**config.mk**
```make
export PLATFORM = sky130hd
export DESIGN_NAME = oqn_div_cell
export DESIGN_NICKNAME = d
export VERILOG_FILES = /design/src/rtl/oqn_pkg.sv /design/src/rtl/oqn_div_cell.sv
export SDC_FILE = /design/constraint.sdc
export NUM_CORES = 1
export LEC_CHECK = 0
export BUFFER_PORTS_ARGS = -buffer_cell sky130_fd_sc_hd__buf_4
export CAP_MARGIN = 20
export CORE_AREA = 4 4 220 222
export DETAILED_ROUTE_END_ITERATION = 8
export DIE_AREA = 0 0 224 226
export MAX_ROUTING_LAYER = met4
export PLACE_DENSITY_LB_ADDON = 0.12
export SLEW_MARGIN = 0
export SYNTH_ARGS = -nofsm -noshare
export SYNTH_HDL_FRONTEND = slang
export SYNTH_SLANG_ARGS = --single-unit
```
**constraint.sdc**
```tcl
create_clock -name clk_i -period 0.8 [get_ports clk_i]
set_input_delay 0.24 -clock clk_i [delete_from_list [all_inputs] [get_ports clk_i]]
set_output_delay 0.24 -clock clk_i [all_outputs]
set_load 0.005 [all_outputs]
```
**src/rtl/oqn_pkg.sv**
```systemverilog
// ----------------------------------------------------------------------------
// oqn_pkg: shared types for the orientation quaternion normalizer
// Holds the per-sample component record that travels down the cell chains.
// ----------------------------------------------------------------------------
`timescale 1ns / 1ps
package oqn_pkg;

  localparam int unsigned CompWidth  = 15;  // magnitude of a decoded word
  localparam int unsigned SumWidth   = 32;  // exact sum of four squares
  localparam int unsigned RootWidth  = 16;  // integer square root of the sum
  localparam int unsigned RemWidth   = 18;  // partial remainder in both chains
  localparam int unsigned NumLanes   = 4;

  // Component magnitudes, output sign flags (z already inverted) and the
  // zero-magnitude flag.
  typedef struct packed {
    logic [NumLanes-1:0][CompWidth-1:0] abs_v;
    logic [NumLanes-1:0]                neg;
    logic                               zero;
  } comp_t;

endpackage

```
**src/rtl/oqn_div_cell.sv**
```systemverilog
// ----------------------------------------------------------------------------
// oqn_div_cell: one quotient bit for all four component dividers
// Restoring division step, shared divisor, four lanes side by side.
// ----------------------------------------------------------------------------
`timescale 1ns / 1ps
module oqn_div_cell
  import oqn_pkg::*;
#(
  parameter int unsigned FRAC_BITS = 15
) (
  input  logic                                 clk_i,
  input  logic                                 rst_ni,
  input  logic                                 en_i,
  input  logic                                 valid_i,
  input  logic [RootWidth:0]                   div_i,
  input  logic [NumLanes-1:0][RemWidth-1:0]    rem_i,
  input  logic [NumLanes-1:0][FRAC_BITS:0]     dsh_i,
  input  logic [NumLanes-1:0][FRAC_BITS:0]     quo_i,
  input  comp_t                                comp_i,
  output logic                                 valid_o,
  output logic [RootWidth:0]                   div_o,
  output logic [NumLanes-1:0][RemWidth-1:0]    rem_o,
  output logic [NumLanes-1:0][FRAC_BITS:0]     dsh_o,
  output logic [NumLanes-1:0][FRAC_BITS:0]     quo_o,
  output comp_t                                comp_o
);

  logic [NumLanes-1:0][RemWidth-1:0] rem_d;
  logic [NumLanes-1:0][FRAC_BITS:0]  quo_d;

  always_comb begin
    for (int l = 0; l < NumLanes; l++) begin
      logic [RemWidth-1:0] shifted;
      shifted = {rem_i[l][RemWidth-2:0], dsh_i[l][FRAC_BITS]};
      if (shifted >= {1'b0, div_i}) begin
        rem_d[l] = shifted - {1'b0, div_i};
        quo_d[l] = {quo_i[l][FRAC_BITS-1:0], 1'b1};
      end else begin
        rem_d[l] = shifted;
        quo_d[l] = {quo_i[l][FRAC_BITS-1:0], 1'b0};
      end
    end
  end

  always_ff @(posedge clk_i or negedge rst_ni) begin
    if (!rst_ni) begin
      valid_o <= 1'b0;
    end else if (en_i) begin
      valid_o <= valid_i;
    end
  end

  always_ff @(posedge clk_i) begin
    if (en_i) begin
      div_o  <= div_i;
      rem_o  <= rem_d;
      quo_o  <= quo_d;
      comp_o <= comp_i;
      for (int l = 0; l < NumLanes; l++) begin
        dsh_o[l] <= {dsh_i[l][FRAC_BITS-1:0], 1'b0};
      end
    end
  end

endmodule

```
==> results of run 1 <==
[logic make-up (layout without fill, tap and decap cells)]
logic type,count (synthesis),in the layout,synth area share [%]
multiplexers,47,47,4.15
other,1,6,0.0287
XOR/XNOR,40,40,2.68
flip-flops,279,279,64.1
AO/OA/AOI/OAI,219,219,11.8
AND/OR/NAND/NOR,204,204,7.72
buffers and inverters,73,1239,2.43
adder cells (fa/ha/maj),72,72,7.12
[sequential cells by signal, summed over array words and instances (netlist names)]
register	count
rem_o	72
comp_o	65
quo_o	64
dsh_o	60
div_o	17
valid_o	1
[cell type report]
| class | count | area, um^2 |
|---|---|---|
| sequential | 279 | 8370 |
| antenna | 2 | 5.00 |
| timing repair inverter | 2 | 20.0 |
| inverter | 55 | 254 |
| clock inverter | 16 | 180 |
| fill | 3851 | 20400 |
| tap | 607 | 759 |
| clock buffer | 45 | 912 |
| multi-input combinational | 586 | 5330 |
| timing repair buffer | 1121 | 10100 |
[routing by layer]
metal | vias up | global-route usage (%) | routed length (um)
met4 | 0 | 6.72 | 1870
li1 | 5929 | - | -
met3 | 88 | 4.60 | 3440
met1 | 5988 | 25.3 | 22600
met2 | 425 | 35.9 | 28400
met5 | - | - | 0
[cells in the final DEF, fill, tap and decap left out, drive strengths merged, types with 6 or more instances in the layout]
cell type,instances
nor3,24
o21a,11
a21o,24
nand2b,7
edfxtp,278
mux2,43
ha,68
clkinvlp,11
nor2b,8
xor2,11
nand2,40
a211o,6
o31ai,9
or2,6
nor2,53
inv,52
dlygate4sd3,207
nand4,12
o21ai,31
clkinv,7
clkbuf,46
a2111oi,6
and3,11
buf,913
o211ai,8
a31oi,8
xnor2,29
nand3,22
a211oi,12
a21oi,56
[per-stage QoR]
stage | util [%] | hold slack (ns) | instance area [um^2] | instances
6_report | 56.0 | 0.0170 | 26000 | 2713
2_1_floorplan | - | -0.0556 | 13300 | 938
5_1_grt | 56.0 | -0.00205 | 26000 | 2713
4_1_cts | 54.7 | -0.0127 | 25300 | 2702
3_3_place_gp | 44.7 | 0.0160 | 20700 | 2395
3_5_place_dp | 44.7 | 0.0173 | 20700 | 2395
[repair_timing]
action / in CTS / in global routing
setup endpoints to repair: 355 / 355
cloned: 5 / 1
endpoints found under the hold margin: 216 / 2
pin swaps: 41 / 24
setup buffers: 34 / 9
resized for setup: 259 / 115
[worst min-delay path by stage]
stage          cells past startpoint   endpoint       from  slack (ns)
6_report                           2   rem_o[3]   rem_i[2]        0.02
4_1_cts                            2   rem_o[3]   rem_i[2]       -0.01
5_1_grt                            2  rem_o[64]  rem_i[63]      -0.002
3_3_place_gp                       1    valid_o     rst_ni        0.02
2_1_floorplan                      0    valid_o     rst_ni       -0.06
3_5_place_dp                       1    valid_o     rst_ni        0.02
[power by group through the flow]
stage | clock [W] | combinational (W) | sequential [W]
2_1_floorplan | 0 | 0.00375 | 0.0188
3_3_place_gp | 0 | 0.0110 | 0.0187
3_5_place_dp | 0 | 0.0110 | 0.0187
4_1_cts | 0.0158 | 0.0135 | 0.0185
5_1_grt | 0.0165 | 0.0150 | 0.0187
6_report | 0.0154 | 0.0140 | 0.0186
==> run_results.csv, run 1 <==
group,metric,value,unit
pwr,combinationalPowerShare,29.2,%
critical_path,worst_setup_path_end_kind,"flip-flop",
die,die_area,50600,um^2
die,io_pins,569,
critical_path,worstReg2RegEnd,"valid_o",
critical_path,crit_chain,"buf_8, clkinvlp_4, buf_6, ha_4, buf_4, nand3_1, a21oi_1, nor3_2, a21o_1, and2_4, buf_12, mux2_4",
synth,yosys.area.top_type,"edfxtp_1",
outcome,violations,"negative setup slack",
sta,finalCritPeriodShare,273,%
placement,place.gp.congestion,0.904,
clock_tree,clkTransAtPathRegs,0.06,ns
placement,numPortBuffers,556,
synth,ys_seq_area_share,64.1,%
die,die_h,226,um
critical_path,cp.arrival,2.46,ns
routing,vias_per_cell,4.58,
global_route,antenna_found_initial,2,
routing,drc,0,
critical_path,critPathRequiredTime,1.07,ns
clock_tree,hold_buffers,207,
routing,ant_nets,0,
global_route,globalRoute.totalOverflow,0,
synth,syn_inst,935,
critical_path,critPathBufInv,5,
synth,synth_flop_cell,"edfxtp_1",
critical_path,crit_type,"in -> reg",
critical_path,worstSetupEndpoint,"rem_o[23]",
sta,finalSetupTns,-235.01,ns
sta,fmax,458,MHz
global_route,grt_pass1_vias,12800,
run,maxCapViolations,0,
critical_path,cp_slowest_stage_delay,0.29,ns
layout,fin_nets,2437,
die,core_area,46400,um^2
pwr,power.total,0.0480,W
synth,async_flop_share,0.358,%
critical_path,cp-startpoint,"div_i[9]",
clock_tree,cts_buffer_depth,3,
synth,syn_avg_cell_area,14.0,um^2
critical_path,r2r-start,"valid_o",
synth,ys_top_cells_by_area,"edfxtp_1, ha_1, mux2_2",
routing,first_pass_iters,5,
sta,post-route-min-period,2.18,ns
global_route,grt_max_degree,23,
clock_tree,cts_max_level,2,
global_route,track_usage,21.2,%
sta,rsz0062_at_grt,"yes",
synth,yosysMostFrequentCell,"edfxtp_1",
routing,via_count,12400,
pwr,power_switching,0.0127,W
synth,synth_seq_cells,279,
pwr,leakagePower,11.2,nW
synth,ys_types,78,
synth,ys_warn_count,0,
outcome,status,"finished, violations left",
placement,dp_slack,-2.18,ns
clock_tree,tritoncts,"yes",
sta,setup_viol,355,
placement,dp_hpwl,42300,um
sta,slew_viol_final,0,
sta,worst_slack,-1.38,ns
critical_path,crit_fanout,5,
pwr,ir_drop,0.00159,V
synth,synth_edf_count,278,
synth,synth_common_cells,"edfxtp_1, ha_1, a21oi_1",
die,start_util,28.2,%
sta,worst_pin_slew,0.533,ns
clock_tree,cts_sinks,279,
clock_tree,clk_latency,0.53,ns
die,die_w,224,um
synth,netlist_area,13100,um^2
global_route,grt_pass1_wl,79000,um
pwr,seqPwrFrac,38.7,%
layout,drive_gt1_share,54.9,%
routing,drt_wl_total,56300,um
critical_path,rr_worst_depth,1,
layout,synthToLayoutAreaGrowth,98.6,%
worst_hold_path,hp-class,"in -> reg",
pwr,switching_share,26.4,%
routing,first_iter_violations,676,
critical_path,cp_slowest_cell,"mux2_4",
synth,synth_top_cell_area_share,63.9,%
critical_path,crit_cells,12,
pwr,powerDensity,1850,nW/um^2
routing,wl_per_cell,20.8,um
sta,maxSlewHeadroom,63.6,%
critical_path,start_kind,"input port",
pwr,intPower,0.0353,W
sta,skew,0,ns
critical_path,crit_family,"buffers and inverters",
die,rows,79,
sta,hold_violations,0,
pwr,power_frac_clock,32.1,%
critical_path,r2r_slack,0.04,ns
clock_tree,cts-root-buf,"clkbuf_16",
clock_tree,cts_buffers,34,
Note: power is estimated with default switching activity, not from simulation.
==> inputs of run 2 (changes only) <==
--- a/config.mk
+++ b/config.mk
@@ -7,9 +7,11 @@
 export LEC_CHECK = 0
 export BUFFER_PORTS_ARGS = -buffer_cell sky130_fd_sc_hd__buf_4
 export CAP_MARGIN = 20
-export CORE_AREA = 4 4 220 222
+export CORE_AREA = 4 4 221 223
+export CTS_BUF_LIST = sky130_fd_sc_hd__clkbuf_2 sky130_fd_sc_hd__clkbuf_4 sky130_fd_sc_hd__clkbuf_8
+export CTS_CLUSTER_DIAMETER = 120
 export DETAILED_ROUTE_END_ITERATION = 8
-export DIE_AREA = 0 0 224 226
+export DIE_AREA = 0 0 225 227
 export MAX_ROUTING_LAYER = met4
 export PLACE_DENSITY_LB_ADDON = 0.12
 export SLEW_MARGIN = 0
==> run 2 against run 1 <==
  * Clock-buffer cell count grew 17
  * Sequential cell count is the same
  * The flow still finishes with violations (negative setup slack)
  * Clock power shrank 18%
  * Power shrank 5.7%
  * Critical path depth grew 2
==> run_results.csv, run 2 (synthesis results as in run 1) <==
group,metric,value,unit
global_route,grtUsageMet3,4.31,%
routing,drc,0,
die,die_area,51100,um^2
pwr,power_frac_clock,28.1,%
routing,first_iter_violations,547,
routing,ant_nets,0,
pwr,combinationalPowerShare,30.9,%
routing,wl_per_cell,20.3,um
outcome,status,"finished, violations left",
critical_path,cp.arrival,2.43,ns
worst_hold_path,holdPathStages,2,
global_route,antenna_found_initial,1,
layout,fillers,3890,
critical_path,r2r-start,"valid_o",
routing,vias_per_cell,4.56,
layout,fin_nets,2485,
layout,final_common_cell,"buf_4",
worst_hold_path,holdPathEnd,"rem_o[6]",
clock_tree,cts-root-buf,"clkbuf_8",
layout,largest_register_ffs,72,
layout,synthToLayoutAreaGrowth,100,%
critical_path,worstReg2RegEnd,"valid_o",
die,die_h,227,um
global_route,grt_pass1_wl,80100,um
sta,fmax,479,MHz
sta,maxSlewHeadroom,63.2,%
pwr,power.total,0.0453,W
sta,whs,0.0194,ns
critical_path,start_kind,"input port",
sta,setup_viol,355,
clock_tree,clk_latency,0.60,ns
global_route,grt_max_degree,28,
sta,rsz0062_at_grt,"yes",
critical_path,worst_setup_path_end_kind,"flip-flop",
clock_tree,tritoncts,"yes",
layout,drive_gt1_share,53.7,%
pwr,power_switching,0.0123,W
global_route,use_met2,37.0,%
global_route,grt_busiest_layer,"met2",
routing,first_pass_iters,7,
pwr,powerDensity,1730,nW/um^2
sta,slew_viol_final,0,
worst_hold_path,hp-class,"in -> reg",
die,rows,79,
die,start_util,28.1,%
placement,place.gp.congestion,0.889,
routing,via_count,12600,
pwr,ir_drop,0.00123,V
die,die_w,225,um
sta,worst_pin_slew,0.538,ns
critical_path,critPathRequiredTime,1.14,ns
pwr,seqPwrFrac,41.0,%
sta,skew,0,ns
layout,final_cell_mix,"buf_4, edfxtp_1, dlygate4sd3_1",
layout,top_register,"rem_o",
global_route,globalRoute.totalOverflow,0,
outcome,violations,"negative setup slack",
global_route,grt_pass1_vias,13500,
clock_tree,cts_buffers,50,
clock_tree,hold_buffers,258,
critical_path,rr_worst_depth,1,
placement,placed_cells,2381,
placement,numPortBuffers,556,
sta,post-route-min-period,2.09,ns
layout,reg.largest.list,"rem_o (72), comp_o (65), quo_o (64)",
clock_tree,cts_buffer_depth,3,
critical_path,crit_fanout,8,
sta,hold_violations,0,
run,maxCapViolations,0,
global_route,gr-usage-met1,24.6,%
clock_tree,clkTransAtPathRegs,0.06,ns
critical_path,crit_type,"in -> reg",
routing,drt_wl_total,56300,um
die,core_area,46600,um^2
clock_tree,cts_sinks,279,
sta,finalCritPeriodShare,261,%
clock_tree,cts_max_level,2,
sta,worst_slack,-1.29,ns
critical_path,cp-startpoint,"div_i[4]",
critical_path,r2r_slack,0.04,ns
global_route,track_usage,21.1,%
pwr,switching_share,27.2,%
pwr,leakagePower,11.3,nW
placement,dp_hpwl,41600,um
pwr,intPower,0.0330,W
worst_hold_path,hp-start,"rem_i[5]",
layout,final_cells,2771,
die,io_pins,569,
-- run 2: layout make-up --
cell class	instances	area (um^2)	area share, %
Antenna cell	2	5.00	0.0191
Clock buffer	62	778	2.97
Clock inverter	25	148	0.564
Inverter	55	274	1.05
Multi-Input combinational cell	587	5410	20.7
Sequential cell	279	8370	32.0
Tap cell	607	759	2.90
Timing Repair Buffer	1153	10400	39.8
Timing Repair inverter	1	11.3	0.0430
-- run 2: how the worst max path moves through the flow --
stage | end | slack (ns)
CTS | rem_o[55] | -1.29
global route | rem_o[12] | -1.32
finish | rem_o[47] | -1.29
detailed placement | rem_o[68] | -2.22
floorplan | rem_o[10] | -1.76
global placement | rem_o[68] | -2.21
-- run 2: worst max-delay path: stages --
cell and delay, ns:
buf_8 0.08, clkinvlp_4 0.18, buf_4 0.20, buf_6 0.11
ha_4 0.23, a21o_1 0.22, a221oi_4 0.30, o221ai_4 0.18
o21ai_4 0.19, buf_6 0.14, inv_12 0.05, buf_8 0.13
o21ai_4 0.06, o2bb2ai_4 0.11
-- run 2: through the flow --
stage	setup TNS [ns]	instance area (um^2)	utilization [%]	setup WS (ns)
after CTS	-257.85	25600	54.9	-1.29
after global routing	-265.83	26200	56.2	-1.32
final	-245.57	26200	56.2	-1.29
after global placement	-208.42	20600	44.2	-2.21
after floorplan	-123.67	13300	-	-1.76
after detailed placement	-209.25	20600	44.2	-2.22
-- run 2: per-layer routing --
layer,share of wire [%],vias to the layer above,wire length [um]
li1,-,6028,-
met1,39,6076,22000
met2,52,430,29100
met3,6.0,90,3400
met4,3.1,0,1760
met5,0,-,0
-- run 2: power groups by stage --
stage / registers [W] / logic (W) / clock network (W)
after global routing: 0.0187 / 0.0149 / 0.0139
after CTS: 0.0185 / 0.0134 / 0.0132
after global placement: 0.0187 / 0.0108 / 0
after floorplan: 0.0188 / 0.00375 / 0
after detailed placement: 0.0187 / 0.0108 / 0
final: 0.0186 / 0.0140 / 0.0127
-- run 2: timing repair --
item | in CTS | in global routing
setup endpoints to repair | 355 | 355
gates resized for setup | 261 | 122
endpoints found under the hold margin | 260 | 1
cloned | 3 | 0
setup buffers | 34 | 9
pin swaps | 61 | 34
==> inputs of run 3 (changes only) <==
--- a/config.mk
+++ b/config.mk
@@ -7,11 +7,11 @@
 export LEC_CHECK = 0
 export BUFFER_PORTS_ARGS = -buffer_cell sky130_fd_sc_hd__buf_4
 export CAP_MARGIN = 20
-export CORE_AREA = 4 4 221 223
+export CORE_AREA = 4 4 217 219
 export CTS_BUF_LIST = sky130_fd_sc_hd__clkbuf_2 sky130_fd_sc_hd__clkbuf_4 sky130_fd_sc_hd__clkbuf_8
 export CTS_CLUSTER_DIAMETER = 120
 export DETAILED_ROUTE_END_ITERATION = 8
-export DIE_AREA = 0 0 225 227
+export DIE_AREA = 0 0 221 223
 export MAX_ROUTING_LAYER = met4
 export PLACE_DENSITY_LB_ADDON = 0.12
 export SLEW_MARGIN = 0
==> run 3 against run 2 <==
  * The run still ends with negative setup slack left
  * Maximum frequency barely moved
  * Combinational power about the same
  * Final area is 1.5% higher
  * Clock skew unchanged
  * Sequential cell count is the same
  * Clock power rose by 20%
  * Sequential share of layout area is 0.48 points lower
  * First-iteration DRC count increased by 23%
  * Utilization up 2.7 points
  * Register-to-register slack worse by 0.07 ns
  * Critical path depth shrank 2
  * Critical endpoint is now rem_o[12]
  * Largest cell class unchanged
  * Largest power group unchanged
==> run_results.csv, run 3 (synthesis results as in run 1) <==
group,metric,value,unit
outcome,status,"finished, violations left",
outcome,violations,"negative setup slack",
pwr,ir_drop,0.00113,V
routing,vias_per_cell,4.59,
global_route,globalRoute.totalOverflow,0,
critical_path,r2r-start,"valid_o",
run,maxCapViolations,0,
pwr,switching_share,27.1,%
die,start_util,29.0,%
routing,drc,0,
critical_path,worst_setup_path_end_kind,"flip-flop",
layout,final_common_cell,"buf_4",
placement,place.gp.congestion,0.890,
placement,placed_cells,2383,
routing,wl_per_cell,20.7,um
layout,top_register,"rem_o",
placement,numPortBuffers,556,
die,die_h,223,um
die,rows,78,
placement,dp_slack,-2.04,ns
routing,drt_wl_total,57800,um
critical_path,critPathRequiredTime,1.18,ns
global_route,track_usage,22.8,%
critical_path,rr_worst_depth,1,
sta,finalCritPeriodShare,261,%
routing,first_pass_iters,5,
pwr,power.total,0.0480,W
sta,fmax,480,MHz
pwr,leakagePower,11.5,nW
die,core_area,45100,um^2
worst_hold_path,hp-class,"in -> reg",
critical_path,start_kind,"input port",
pwr,powerDensity,1810,nW/um^2
critical_path,cp-startpoint,"div_i[1]",
critical_path,r2r_slack,-0.03,ns
placement,dp_hpwl,40700,um
layout,final_cells,2794,
clock_tree,hold_buffers,264,
pwr,intPower,0.0350,W
critical_path,crit_type,"in -> reg",
clock_tree,cts_sinks,279,
pwr,power_switching,0.0130,W
clock_tree,cts-root-buf,"clkbuf_8",
global_route,grt_pass1_wl,84500,um
pwr,power_frac_clock,31.8,%
layout,final_cell_mix,"buf_4, edfxtp_1, dlygate4sd3_1",
critical_path,cp.arrival,2.46,ns
die,die_w,221,um
critical_path,crit_fanout,8,
global_route,grt_pass1_vias,13700,
die,io_pins,569,
pwr,seqPwrFrac,38.7,%
clock_tree,clk_latency,0.64,ns
routing,via_count,12800,
critical_path,worstSetupEndpoint,"rem_o[12]",
sta,worst_slack,-1.28,ns
routing,first_iter_violations,675,
global_route,antenna_found_initial,3,
layout,synthToLayoutAreaGrowth,103,%
pwr,combinationalPowerShare,29.5,%
sta,skew,0,ns
global_route,grt_max_degree,30,
layout,fin_nets,2506,
sta,setup_viol,356,
routing,ant_nets,0,
clock_tree,cts_buffers,54,
clock_tree,clkTransAtPathRegs,0.05,ns
sta,slew_viol_final,0,
layout,reg.largest.list,"rem_o (72), comp_o (65), quo_o (64)",
sta,post-route-min-period,2.08,ns
clock_tree,cts_max_level,2,
layout,drive_gt1_share,54.7,%
layout,largest_register_ffs,72,
die,die_area,49300,um^2
clock_tree,cts_buffer_depth,3,
sta,hold_violations,0,
critical_path,worstReg2RegEnd,"valid_o",
clock_tree,tritoncts,"yes",
sta,rsz0062_at_grt,"yes",
run 3: cell count changes in the layout (fill, tap and decap cells not counted), moves of 4 or more:
cell           delta
clkbuf_8         +11
buf_4             +6
buf_6             +5
clkinv_1          -5
dlygate4sd3_1     +5
mux2_4            +5
nor2_1            -5
nor2_4            +4
o21ai_2           +4
run 3: metal layers:
metal	share of wire [%]	wire length, um	vias up	GRT usage, %
met5	0	0	-	-
met4	3.8	2180	0	8.66
met3	5.5	3190	106	5.47
met2	52	29800	456	39.2
met1	39	22700	6171	26.0
li1	-	-	6089	-
run 3: power by group through the flow:
stage	clock, W	sequential [W]	combinational, W
3_3_place_gp	0	0.0187	0.0107
6_report	0.0153	0.0186	0.0142
3_5_place_dp	0	0.0187	0.0108
5_1_grt	0.0165	0.0187	0.0151
2_1_floorplan	0	0.0188	0.00375
4_1_cts	0.0157	0.0185	0.0136
run 3: layout make-up:
cell class / count / area [um^2]
Sequential cell: 279 / 8370
Inverter: 55 / 258
Clock inverter: 22 / 196
Antenna cell: 4 / 10.0
Timing Repair Buffer: 1169 / 10600
Multi-Input combinational cell: 586 / 5420
Tap cell: 600 / 751
Fill cell: 3646 / 18500
Clock buffer: 76 / 952
Timing Repair inverter: 3 / 31.3
run 3: timing repair:
item	in CTS	in global routing
gates cloned	4	0
pin swaps	42	30
hold endpoints to repair	270	3
resized for setup	267	135
setup endpoints to repair	356	359
buffers inserted	33	12
run 3: per-stage QoR:
step | setup TNS, ns | cell area (um^2) | hold slack (ns) | utilization, %
CTS | -264.54 | 26000 | -0.0301 | 57.6
finish | -255.63 | 26600 | 0.0208 | 58.9
global placement | -201.85 | 20600 | 0.0163 | 45.8
global route | -277.38 | 26600 | -0.0142 | 58.9
floorplan | -123.67 | 13300 | -0.0556 | -
detailed placement | -203.46 | 20600 | 0.0197 | 45.8
run 3: worst max-delay path: stages:
cell and delay (ns):
buf_8 0.08, clkinvlp_4 0.08, buf_12 0.15, fa_2 0.34, a21o_1 0.20, a311o_1 0.37, a221oi_4 0.27, buf_6 0.16
buf_6 0.10, nand3b_1 0.09, nand3_1 0.10, mux2_4 0.27
run 3: worst min-delay path by stage:
stage                         start        end  slack [ns]  depth (start not counted)
after global routing      rem_i[43]  rem_o[44]       -0.01                          3
after detailed placement     rst_ni    valid_o        0.02                          1
after CTS                 rem_i[32]  rem_o[33]       -0.03                          3
after global placement       rst_ni    valid_o        0.02                          1
after floorplan              rst_ni    valid_o       -0.06                          0
final                     rem_i[64]  rem_o[65]        0.02                          3
