**config.mk**
```make
export PLATFORM = sky130hd
export DESIGN_NAME = oqn_sqrt_cell
export DESIGN_NICKNAME = d
export VERILOG_FILES = /design/src/rtl/oqn_pkg.sv /design/src/rtl/oqn_sqrt_cell.sv
export SDC_FILE = /design/constraint.sdc
export NUM_CORES = 1
export LEC_CHECK = 0
export BUFFER_PORTS_ARGS = -buffer_cell sky130_fd_sc_hd__buf_2
export CAP_MARGIN = 10
export CORE_AREA = 10 10 151 118
export CTS_BUF_LIST = sky130_fd_sc_hd__clkbuf_4 sky130_fd_sc_hd__clkbuf_8
export CTS_CLUSTER_DIAMETER = 40
export DETAILED_ROUTE_END_ITERATION = 16
export DIE_AREA = 0 0 161 128
export PLACE_DENSITY = 0.68
export SYNTH_ARGS = -nofsm -noshare
export SYNTH_HDL_FRONTEND = slang
export SYNTH_SLANG_ARGS = --single-unit
```
**constraint.sdc**
```tcl
create_clock -name clk_i -period 1 [get_ports clk_i]
set_input_delay 0.2 -clock clk_i [delete_from_list [all_inputs] [get_ports clk_i]]
set_output_delay 0.2 -clock clk_i [all_outputs]
set_load 0.01 [all_outputs]
```
**src/rtl/oqn_pkg.sv**
```systemverilog
// ----------------------------------------------------------------------------
// oqn_pkg: shared types for the orientation quaternion normalizer
// Holds the per-sample component record that travels down the cell chains.
// ----------------------------------------------------------------------------
`timescale 1ns / 1ps
package oqn_pkg;

  localparam int unsigned CompWidth  = 15;  // magnitude of a decoded word
  localparam int unsigned SumWidth   = 32;  // exact sum of four squares
  localparam int unsigned RootWidth  = 16;  // integer square root of the sum
  localparam int unsigned RemWidth   = 18;  // partial remainder in both chains
  localparam int unsigned NumLanes   = 4;

  // Component magnitudes, output sign flags (z already inverted) and the
  // zero-magnitude flag.
  typedef struct packed {
    logic [NumLanes-1:0][CompWidth-1:0] abs_v;
    logic [NumLanes-1:0]                neg;
    logic                               zero;
  } comp_t;

endpackage

```
**src/rtl/oqn_sqrt_cell.sv**
```systemverilog
// ----------------------------------------------------------------------------
// oqn_sqrt_cell: one root bit of the integer square root
// Takes two radicand bits, settles one root bit and passes the rest on.
// ----------------------------------------------------------------------------
`timescale 1ns / 1ps
module oqn_sqrt_cell
  import oqn_pkg::*;
(
  input  logic                 clk_i,
  input  logic                 rst_ni,
  input  logic                 en_i,
  input  logic                 valid_i,
  input  logic [SumWidth-1:0]  rad_i,
  input  logic [RootWidth-1:0] root_i,
  input  logic [RemWidth-1:0]  rem_i,
  input  comp_t                comp_i,
  output logic                 valid_o,
  output logic [SumWidth-1:0]  rad_o,
  output logic [RootWidth-1:0] root_o,
  output logic [RemWidth-1:0]  rem_o,
  output comp_t                comp_o
);

  logic [RemWidth+1:0] trial_rem;
  logic [RemWidth+1:0] trial_sub;
  logic [RootWidth-1:0] root_d;
  logic [RemWidth-1:0]  rem_d;

  always_comb begin
    trial_rem = {rem_i, rad_i[SumWidth-1 -: 2]};
    trial_sub = {2'b00, root_i, 2'b01};
    if (trial_rem >= trial_sub) begin
      rem_d  = RemWidth'(trial_rem - trial_sub);
      root_d = {root_i[RootWidth-2:0], 1'b1};
    end else begin
      rem_d  = RemWidth'(trial_rem);
      root_d = {root_i[RootWidth-2:0], 1'b0};
    end
  end

  always_ff @(posedge clk_i or negedge rst_ni) begin
    if (!rst_ni) begin
      valid_o <= 1'b0;
    end else if (en_i) begin
      valid_o <= valid_i;
    end
  end

  always_ff @(posedge clk_i) begin
    if (en_i) begin
      rad_o  <= {rad_i[SumWidth-3:0], 2'b00};
      root_o <= root_d;
      rem_o  <= rem_d;
      comp_o <= comp_i;
    end
  end

endmodule

```
==> results of run 1 <==
## kinds of logic (layout without fill, tap and decap cells)
group                    after synthesis  count (layout)  share of synthesized area
flip-flops                           130             130                      0.761
AO/OA/AOI/OAI                         43              43                     0.0637
buffers and inverters                 26             504                     0.0225
other                                  1               3                   0.000732
AND/OR/NAND/NOR                       46              46                     0.0437
XOR/XNOR                              14              14                     0.0239
multiplexers                          19              19                     0.0410
adder cells (fa/ha/maj)               18              18                     0.0439
## layer usage
layer	wire length, um	global-route usage	vias up
met2	9810	0.315	210
met5	0	0	-
met1	7370	0.186	2113
met4	397	0.0619	0
met3	1270	0.0578	35
li1	-	-	2067
## state kept, by name, indices dropped and copies added (netlist names)
signal   count
rem_o       18
rad_o       30
comp_o      65
root_o      16
valid_o      1
## repair_timing
item,CTS,global route
buffers inserted,7,3
setup endpoints to repair,149,149
pin swaps,6,10
gates resized for setup,24,31
hold endpoints to repair,109,1
hold buffers,109,1
cloned,0,0
## cell usage after synthesis, types with 3 or more instances
| cell type | number |
|---|---|
| a31oi_1 | 3 |
| inv_1 | 20 |
| mux2i_1 | 3 |
| edfxtp_1 | 129 |
| nand2b_1 | 3 |
| xnor2_1 | 10 |
| mux2_2 | 14 |
| nand3_1 | 5 |
| a21oi_1 | 15 |
| xor2_1 | 4 |
| ha_1 | 18 |
| nor2_1 | 11 |
| nand2_1 | 12 |
| o21a_1 | 6 |
| nor3_1 | 6 |
| a211oi_1 | 3 |
## power breakdown
part / internal [mW] / switching, mW / total (mW) / leakage, nW
combinational: 1.71 / 1.45 / 3.16 / 2.58
clock: 2.02 / 2.28 / 4.29 / 0.179
sequential: 6.57 / 0.156 / 6.72 / 1.27
total: 10.3 / 3.88 / 14.2 / 4.04
## stage by stage
stage	hold slack [ns]	TNS, ns	setup WS, ns	cells
after global routing	0.0212	-41.92	-0.734	982
after CTS	0.00376	-36.28	-0.671	977
after floorplan	-0.0956	-17.29	-1.03	298
after detailed placement	-0.0243	-21.60	-1.25	829
final	0.0383	-34.89	-0.704	982
after global placement	-0.0240	-20.69	-1.16	829
## path summary, 6_finish.rpt
kind                            depth (start not counted)  slack [ns]        from    endpoint
worst max-delay path                                   10       -0.70   root_i[0]   rem_o[17]
worst min-delay path                                    2        0.04  root_i[11]  root_o[12]
worst max register to register                          1        0.26     valid_o     valid_o
worst min register to register                          1        0.52     valid_o     valid_o
max in group asynchronous                               2        0.85      rst_ni     valid_o
min in group asynchronous                               2        0.06      rst_ni     valid_o
## final cells by class
| cell class | count | area share |
|---|---|---|
| diodes | 1 | 0.000270 |
| clock buffers | 18 | 0.0261 |
| clock inverters | 14 | 0.0143 |
| inverters | 20 | 0.00972 |
| multi-input cells | 142 | 0.160 |
| flip-flops and latches | 130 | 0.421 |
| well taps | 205 | 0.0277 |
| repair buffers | 452 | 0.342 |
==> impl_metrics.csv, run 1 <==
group,metric,value,unit
outcome,run_status,"complete, but fails checks",
outcome,violations,"negative setup slack",
clock_tree,cts_made_buffers,17,
setup_path,cp.required,1.20,ns
sta,timing.final.ws_setup,-0.704,ns
route,wl,18800,um
synth,synth_edf_count,129,
global_route,grt.total_usage,0.174,
synth,syn_inst,297,
final_layout,nets,916,
synth,synth_warnings,0,
sta,fmax,587,MHz
placement,gp_congestion,0.798,
setup_path,crit_slowest_cell,"o31a_1",
setup_path,cp_cell_sequence,"buf_8 -> inv_4 -> ha_4 -> nor3_1 -> o31a_1 -> o21ai_4 -> a41oi_4 -> nor4b_4 -> nor4_2 -> mux2_2",
floorplanning,design.core.area,14900,um2
placement,numPortBuffers,264,
floorplanning,die_y,128,um
clock_tree,cts_sinks,130,
route,drc,0,
pwr,power_per_cell_area,1530,nW/um2
final_layout,fill_cells,1126,
clock_tree,clkLatencyLatePin,0.45,ns
sta,rsz0062_at_grt,"yes",
clock_tree,cts.path.max_buffers,2,
synth,ys_ff_latch,130,
global_route,grt_pass1_vias,4911,
route,vias_per_cell,4.51,
placement,placed_area,7500,um2
setup_path,crit_fanout,4,
setup_path,worst_setup_path_start_kind,"input pin",
final_layout,stdcell_area,9270,um2
sta,hold_viol,0,
pwr,p_leak,4.04,nW
setup_path,worstPathArrival,1.90,ns
setup_path,path_buf_inv,2,
clock_tree,cts_tree,"done",
sta,fin_crit_sh,1.70,
final_layout,multi_input_area,1480,um2
sta,period_needed,1.70,ns
route,route.detailed.wl_per_inst,19.2,um
global_route,grt_pass1_wl,27700,um
pwr,ir_worst_vdd,0.806,mV
final_layout,syn_to_final_growth,80.8,%
final_layout,layout_commonest_cell,"buf_2",
synth,ys_seq_area_frac,0.761,
sta,setup_viol,149,
final_layout,drive_gt1_frac,0.568,
run,maxCapViolations,0,
setup_path,cpPeakStageDelay,0.28,ns
synth,avgSynthCellArea,17.3,um2
global_route,grt_overflow_total,0,
floorplanning,fp-row-count,39,
synth,synthArstFlopShare,0.00769,
final_layout,layout_common_cells,"buf_2 (249), edfxtp_1 (129), dlygate4sd3_1 (110)",
pwr,power,14.2,mW
setup_path,cp_top_family,"compound AO/OA/AOI/OAI gates",
setup_path,crit_path_end_kind,"flop",
synth,netlist_top_cells_area,"edfxtp_1 (76%), ha_1 (4.4%), mux2_2 (3.1%)",
route,drt-pass1-iter-count,4,
clock_tree,path_clk_slew,0.08,ns
sta,fin_skew,0,ns
synth,synth_area_leader_cell,"edfxtp_1",
synth,synth_ff_type,"edfxtp_1",
placement,post-dp-hpwl,12700,um
floorplanning,dieArea,20600,um2
clock_tree,cts-root-buf,"clkbuf_8",
synth,synth_cell_types,44,
final_layout,seqCellArea,3900,um2
synth,synth_top_area_frac,0.756,
floorplanning,fp.dieW,161,um
synth,synth_area,5130,um2
setup_path,criticalPathCategory,"in -> reg",
global_route,antenna_found_initial,1,
final_layout,final_util,0.621,
route,drtIter0Drc,241,
clock_tree,cts_htree_levels,4,
route,num_vias,4425,
sta,drv_slew,0,
floorplanning,start_util,0.343,
hold_path,hp-class,"in -> reg",
route,antenna_left,0,
global_route,grt_max_degree,62,
floorplanning,io_pins,267,
(Power assumes the default switching activity.)
==> run 2, diff against run 1 <==
--- a/config.mk
+++ b/config.mk
@@ -5,14 +5,15 @@
 export SDC_FILE = /design/constraint.sdc
 export NUM_CORES = 1
 export LEC_CHECK = 0
+export ABC_AREA = 1
 export BUFFER_PORTS_ARGS = -buffer_cell sky130_fd_sc_hd__buf_2
 export CAP_MARGIN = 10
-export CORE_AREA = 10 10 151 118
+export CORE_AREA = 10 10 154 120
 export CTS_BUF_LIST = sky130_fd_sc_hd__clkbuf_4 sky130_fd_sc_hd__clkbuf_8
 export CTS_CLUSTER_DIAMETER = 40
 export DETAILED_ROUTE_END_ITERATION = 16
-export DIE_AREA = 0 0 161 128
-export PLACE_DENSITY = 0.68
+export DIE_AREA = 0 0 164 130
+export PLACE_DENSITY = 0.67
 export SYNTH_ARGS = -nofsm -noshare
 export SYNTH_HDL_FRONTEND = slang
 export SYNTH_SLANG_ARGS = --single-unit
==> run 2 against run 1 <==
The flow still finishes with violations (negative setup slack). Synthesized cell count grew 37%. Fmax grew 30%. Combinational power shrank 3%. Via count grew 5.8%. Cell count grew 9.9%. Largest cell class unchanged.
==> impl_metrics.csv, run 2 <==
group,metric,value,unit
synth,ys_ff_latch,130,
sta,setup_viol,149,
run,maxCapViolations,0,
synth,synth_edf_count,129,
final_layout,n_antenna_cell,0,
sta,rsz0062_at_grt,"yes",
sta,drv_slew,0,
floorplanning,dieArea,21300,um2
synth,synthXorXnorAreaFrac,0.0179,
synth,synth_cell_types,26,
final_layout,largest_reg_flops,65,
final_layout,layout_common_cells,"buf_2 (240), edfxtp_1 (129), dlygate4sd3_1 (113)",
setup_path,cp.required,1.20,ns
clock_tree,cts_made_buffers,17,
setup_path,reg2reg_slack,0.12,ns
setup_path,crit_top_cell,"nand2_2",
clock_tree,path_clk_slew,0.09,ns
synth,synthArstFlopShare,0.00769,
floorplanning,fp.dieW,164,um
final_layout,drive_gt1_frac,0.506,
route,route.met2.wl,10400,um
outcome,run_status,"complete, but fails checks",
synth,synth_area_leader_cell,"edfxtp_1",
hold_path,hp-class,"in -> reg",
route,num_vias,4681,
global_route,grt_pass1_vias,5048,
synth,syn_inst,406,
setup_path,cp_top_family,"simple AND/OR/NAND/NOR gates",
synth,synth_top_family_by_area,"simple AND/OR/NAND/NOR gates",
synth,synth_compound_gate_area_share,0.0188,
setup_path,worst_setup_path_start_kind,"input pin",
synth,synth_fa_ha_area_frac,0.0423,
final_layout,syn_to_final_growth,77.4,%
floorplanning,fp-row-count,40,
route,antenna_left,0,
hold_path,hold_path_startpoint,"rem_i[3]",
route,vias_per_cell,4.34,
global_route,grt_max_degree,62,
synth,synth_area,5320,um2
setup_path,path_buf_inv,3,
route,route.detailed.wl_per_inst,17.9,um
final_layout,reg_top3,"comp_o (65), rad_o (30), rem_o (18)",
clock_tree,cts_htree_levels,4,
clock_tree,cts_tree,"done",
setup_path,worstPathArrival,1.51,ns
placement,gp_congestion,0.893,
sta,setup-tns-final,-27.58,ns
synth,yosysMostFrequentCell,"edfxtp_1",
floorplanning,die_y,130,um
final_layout,layout_commonest_cell,"buf_2",
floorplanning,io_pins,267,
synth,yosys-mux-area-fraction,0.00212,
route,met3_wirelength,1460,um
route,drt-met1-wl,7340,um
synth,synth_warnings,0,
hold_path,min_delay_path_depth,3,
pwr,p_leak,4.28,nW
route,drtIter0Drc,253,
setup_path,crit_fanout,8,
outcome,violations,"negative setup slack",
sta,fin_skew,0,ns
clock_tree,cts_sinks,130,
placement,dp.cells,924,
route,drt-pass1-iter-count,6,
route,drc,0,
setup_path,criticalPathCategory,"in -> reg",
sta,timing.final.ws_setup,-0.313,ns
floorplanning,start_util,0.341,
pwr,power_per_cell_area,1480,nW/um2
synth,avgSynthCellArea,13.1,um2
setup_path,cpPeakStageDelay,0.25,ns
synth,synth_common_cells,"edfxtp_1 (129), nand2_1 (122), inv_1 (50)",
floorplanning,design.core.area,15600,um2
synth,ys_seq_area_frac,0.733,
placement,post-dp-hpwl,13500,um
hold_path,hold_end,"rem_o[5]",
synth,synth_ff_type,"edfxtp_1",
setup_path,reg2regPathDepth,2,
global_route,grt_overflow_total,0,
synth,synth_top_area_frac,0.728,
global_route,grt.total_usage,0.173,
setup_path,rr_startpoint,"valid_o",
synth,synthSimpleGateAreaFrac,0.140,
pwr,ir_worst_vdd,0.722,mV
placement,numPortBuffers,264,
clock_tree,cts-root-buf,"clkbuf_8",
final_layout,regMostFlops,"comp_o",
final_layout,nets,1009,
clock_tree,cts.path.max_buffers,2,
sta,fin_crit_sh,1.31,
clock_tree,clkLatencyLatePin,0.44,ns
sta,period_needed,1.31,ns
setup_path,reg2reg_to,"valid_o",
global_route,antenna_found_initial,0,
final_layout,instances_no_fill,1079,
global_route,grt_pass1_wl,28400,um
sta,hold_viol,0,
route,top_layer,"met4",
setup_path,cp_cell_sequence,"buf_6 -> ha_4 -> nand2_4 -> inv_4 -> nand2_2 -> nand2_2 -> nand3b_1 -> nand2_2 -> nand2_8 -> buf_8 -> nand2_1 -> nand2_1",
synth,netlist_top_cells_area,"edfxtp_1 (73%), nand2_1 (8.6%), ha_1 (4.2%)",
route,wl,19300,um
sta,fmax,762,MHz
setup_path,crit_slowest_cell,"ha_4",
setup_path,crit_path_end_kind,"flop",
==> run 2: changes by cell type after synthesis, sizes merged, moves of 3 or more <==
cell and change:
nand2b -3, mux2i -3, nand3 +13, a31oi -3, nor3 -4, inv +31, nand2 +113, xnor2 -9
nand3b +6, o21a -6, xor2 +5, nor2 +7, mux2 -15
==> run 2: worst max path at each step <==
stage,from,endpoint,depth (start not counted)
floorplan,root_i[5],rem_o[15],14
global placement,rem_i[9],rem_o[15],10
detailed placement,rem_i[9],rem_o[15],10
CTS,root_i[8],rem_o[15],13
global route,root_i[11],rem_o[9],12
finish,rem_i[9],rem_o[12],12
==> run 2: through the flow <==
stage | instance area (um2) | power [mW] | hold WS, ns | worst slack, ns | util
floorplan | 5610 | 7.90 | -0.0956 | -0.597 | -
global placement | 7540 | 9.19 | -0.0235 | -0.808 | 0.483
detailed placement | 7540 | 9.24 | -0.0227 | -0.856 | 0.483
CTS | 9170 | 14.0 | 0.0200 | -0.274 | 0.588
global route | 9440 | 14.7 | 0.00803 | -0.389 | 0.604
finish | 9440 | 14.0 | 0.0234 | -0.313 | 0.604
==> run 2: layout make-up <==
cell class / instances / area [um2]
flip-flops and latches: 130 / 3900
clock buffers: 17 / 234
fillers: 1255 / 6180
repair inverters: 1 / 8.76
inverters: 51 / 236
clock inverters: 15 / 144
repair buffers: 434 / 3090
well taps: 210 / 263
multi-input cells: 221 / 1560
==> run 2: cell families after synthesis <==
kind of cell,count (synthesis)
DFF,130
buffers and inverters,56
xor gates and xnor gates,10
other,1
and+or+nand+nor,171
adders and majority gates,18
AOI/OAI and AO/OA,19
muxes,1
==> run 2: per-layer routing <==
metal	GRT usage	vias up
li1	-	2273
met1	0.184	2213
met2	0.325	179
met3	0.0592	16
met4	0.0383	0
met5	0	-
==> run 2: power by group <==
| group | internal [mW] | switching (mW) |
|---|---|---|
| clock | 1.84 | 2.40 |
| sequential | 6.55 | 0.150 |
| combinational | 1.54 | 1.52 |
==> run 2: worst reg2reg max path, cell delays in order (launching register included) <==
cell and delay, ns:
dfrtp_1 0.38, buf_4 0.13, mux2_2 0.26
==> run 2: what timing repair did <==
item,4_1_cts,5_1_grt
endpoints found under the hold margin,112,1
endpoints found under the setup margin,149,149
pin swaps,5,7
resized for setup,35,57
setup buffers,5,4
cloned,0,1
hold buffers,112,1
==> run 3, diff against run 2 <==
==> config.mk (replaced) <==
export PLATFORM = sky130hd
export DESIGN_NAME = oqn_sqrt_cell
export DESIGN_NICKNAME = d
export VERILOG_FILES = /design/src/rtl/oqn_pkg.sv /design/src/rtl/oqn_sqrt_cell.sv
export SDC_FILE = /design/constraint.sdc
export NUM_CORES = 1
export LEC_CHECK = 0
export BUFFER_PORTS_ARGS = -buffer_cell sky130_fd_sc_hd__buf_2
export CAP_MARGIN = 10
export CORE_AREA = 10 10 151 118
export CTS_BUF_LIST = sky130_fd_sc_hd__clkbuf_4 sky130_fd_sc_hd__clkbuf_8
export CTS_CLUSTER_DIAMETER = 40
export DETAILED_ROUTE_END_ITERATION = 16
export DIE_AREA = 0 0 161 128
export PLACE_DENSITY = 0.7
export SYNTH_ARGS = -nofsm -noshare
export SYNTH_HDL_FRONTEND = slang
export SYNTH_SLANG_ARGS = --single-unit
==> constraint.sdc (replaced) <==
create_clock -name clk_i -period 1.1 [get_ports clk_i]
set_input_delay 0.22 -clock clk_i [delete_from_list [all_inputs] [get_ports clk_i]]
set_output_delay 0.22 -clock clk_i [all_outputs]
set_load 0.01 [all_outputs]
==> run 3 against run 2 <==
The flow still finishes with violations (negative setup slack). Flip-flop and latch count unchanged. Non-clock buffer count grew 27. Total power fell by 7.4%. Critical path depth shrank 2. Hold slack improved by 0.028 ns. Cell count shrank 8.2%. Core utilization up 2.6 points. Via count decreased by 5.1%. Sequential share of layout area is 0.10 points higher.
==> impl_metrics.csv, run 3 (synthesis results as in run 1) <==
group,metric,value,unit
outcome,run_status,"complete, but fails checks",
clock_tree,cts.path.max_buffers,2,
clock_tree,cts_tree,"done",
clock_tree,cts_made_buffers,17,
floorplanning,fp-row-count,39,
sta,worst_pin_slew,0.527,ns
clock_tree,cts_htree_levels,4,
route,num_vias,4441,
setup_path,crit_fanout,5,
floorplanning,dieArea,20600,um2
clock_tree,clkLatencyLatePin,0.44,ns
clock_tree,path_clk_slew,0.08,ns
final_layout,seqCellArea,3900,um2
final_layout,regMostFlops,"comp_o",
route,antenna_left,0,
setup_path,crit_path_end_kind,"flop",
sta,drv_slew,0,
sta,timing.final.ws_setup,-0.608,ns
sta,rsz0062_at_grt,"yes",
global_route,grt_pass1_wl,29400,um
setup_path,cp.required,1.30,ns
sta,max-slew-margin-rel,0.645,
pwr,p_leak,4.15,nW
pwr,ir_worst_vdd,0.720,mV
route,drt-pass1-iter-count,4,
run,maxCapViolations,0,
placement,post-dp-hpwl,13300,um
outcome,violations,"negative setup slack",
hold_path,min_delay_path_depth,2,
pwr,p_comb_frac,0.230,
floorplanning,fp.dieW,161,um
final_layout,largest_reg_flops,65,
sta,setup_viol,149,
global_route,grt_max_degree,33,
setup_path,reg2regPathDepth,1,
global_route,grt.total_usage,0.187,
sta,hold_viol,0,
sta,fin_skew,0,ns
hold_path,hp-class,"in -> reg",
final_layout,fill_cells,1114,
clock_tree,cts-root-buf,"clkbuf_8",
final_layout,instances_no_fill,990,
global_route,grt_pass1_vias,4910,
final_layout,drive_gt1_frac,0.569,
global_route,grt_overflow_total,0,
setup_path,worst_setup_path_start_kind,"input pin",
final_layout,nets,925,
final_layout,n_antenna_cell,0,
placement,gp_congestion,0.755,
clock_tree,cts_sinks,130,
global_route,antenna_found_initial,0,
route,drc,0,
floorplanning,io_pins,267,
pwr,p_switching,3.51,mW
route,drtIter0Drc,193,
sta,fin_crit_sh,1.55,
placement,numPortBuffers,264,
placement,dp.cells,835,
final_layout,layout_commonest_cell,"buf_2",
final_layout,multi_input_area,1490,um2
floorplanning,die_y,128,um
pwr,p_seq_frac,0.472,
sta,fmax,585,MHz
pwr,power,13.0,mW
floorplanning,start_util,0.343,
sta,period_needed,1.71,ns
setup_path,worstPathArrival,1.91,ns
pwr,power_per_cell_area,1380,nW/um2
final_layout,final_util,0.630,
pwr,p_int,9.46,mW
placement,pre_cts_ws,-1.18,ns
route,route.detailed.wl_per_inst,19.7,um
pwr,p_clk_frac,0.298,
final_layout,syn_to_final_growth,83.6,%
setup_path,criticalPathCategory,"in -> reg",
final_layout,layout_common_cells,"buf_2 (245), edfxtp_1 (129), dlygate4sd3_1 (111)",
final_layout,reg_top3,"comp_o (65), rad_o (30), rem_o (18)",
route,vias_per_cell,4.49,
floorplanning,design.core.area,14900,um2
pwr,p_sw_frac,0.270,
route,wl,19500,um
## run 3: cell count changes in the layout (fill, tap and decap cells not counted), moves of 8 or more
cell / previous run / this run
nand2_1: 98 / 9
buf_4: 53 / 78
nand2_2: 21 / 1
inv_1: 31 / 12
mux2_4: 0 / 15
xnor2_1: 1 / 10
nand3_2: 9 / 1
## run 3: through the flow
stage | hold slack [ns] | TNS (ns) | area (um2)
after floorplan | -0.0756 | -15.77 | 5430
after global placement | -0.00299 | -19.03 | 7570
after detailed placement | 0.000256 | -19.83 | 7570
after CTS | 0.0207 | -25.11 | 9300
after global routing | 0.0288 | -30.41 | 9410
final | 0.0514 | -21.96 | 9410
## run 3: area by class of cell
| type | count | area share |
|---|---|---|
| Clock buffer | 18 | 0.0257 |
| Sequential cell | 130 | 0.414 |
| Inverter | 20 | 0.00957 |
| Tap cell | 205 | 0.0272 |
| Clock inverter | 14 | 0.0140 |
| Timing Repair Buffer | 461 | 0.351 |
| Multi-Input combinational cell | 142 | 0.158 |
## run 3: final timing paths
kind / start / to / slack [ns]
max: rem_i[3] / rem_o[17] / -0.61
min in group asynchronous: rst_ni / valid_o / 0.09
min reg2reg: valid_o / valid_o / 0.55
min: root_i[12] / root_o[13] / 0.05
max in group asynchronous: rst_ni / valid_o / 0.93
max reg2reg: valid_o / valid_o / 0.33
## run 3: critical path, stage by stage
cell,delay [ns]
buf_2,0.12
ha_4,0.28
o211ai_1,0.10
a21oi_2,0.19
nor2b_4,0.07
o21ai_2,0.15
o21ai_2,0.09
o211ai_4,0.16
clkbuf_16,0.22
mux2_4,0.30
## run 3: routing by layer
metal / wire, um / global-route usage
met1: 7410 / 0.198
met2: 10500 / 0.343
met3: 1230 / 0.0619
met4: 368 / 0.0614
met5: 0 / 0
## run 3: repair_timing
| item | CTS | global route |
|---|---|---|
| endpoints found under the hold margin | 111 | 0 |
| endpoints found under the setup margin | 149 | 149 |
| hold buffers | 111 | 0 |
| gates resized for setup | 42 | 22 |
| buffers inserted | 8 | 4 |
| pin swaps | 16 | 9 |
| gates cloned | 1 | 0 |
## run 3: power groups by stage
stage,logic (mW),registers [mW],clock network (mW)
final,2.98,6.12,3.86
after global routing,3.20,6.15,4.19
after CTS,2.89,6.09,3.95
after detailed placement,2.39,6.19,0
after global placement,2.34,6.17,0
after floorplan,0.820,6.45,0
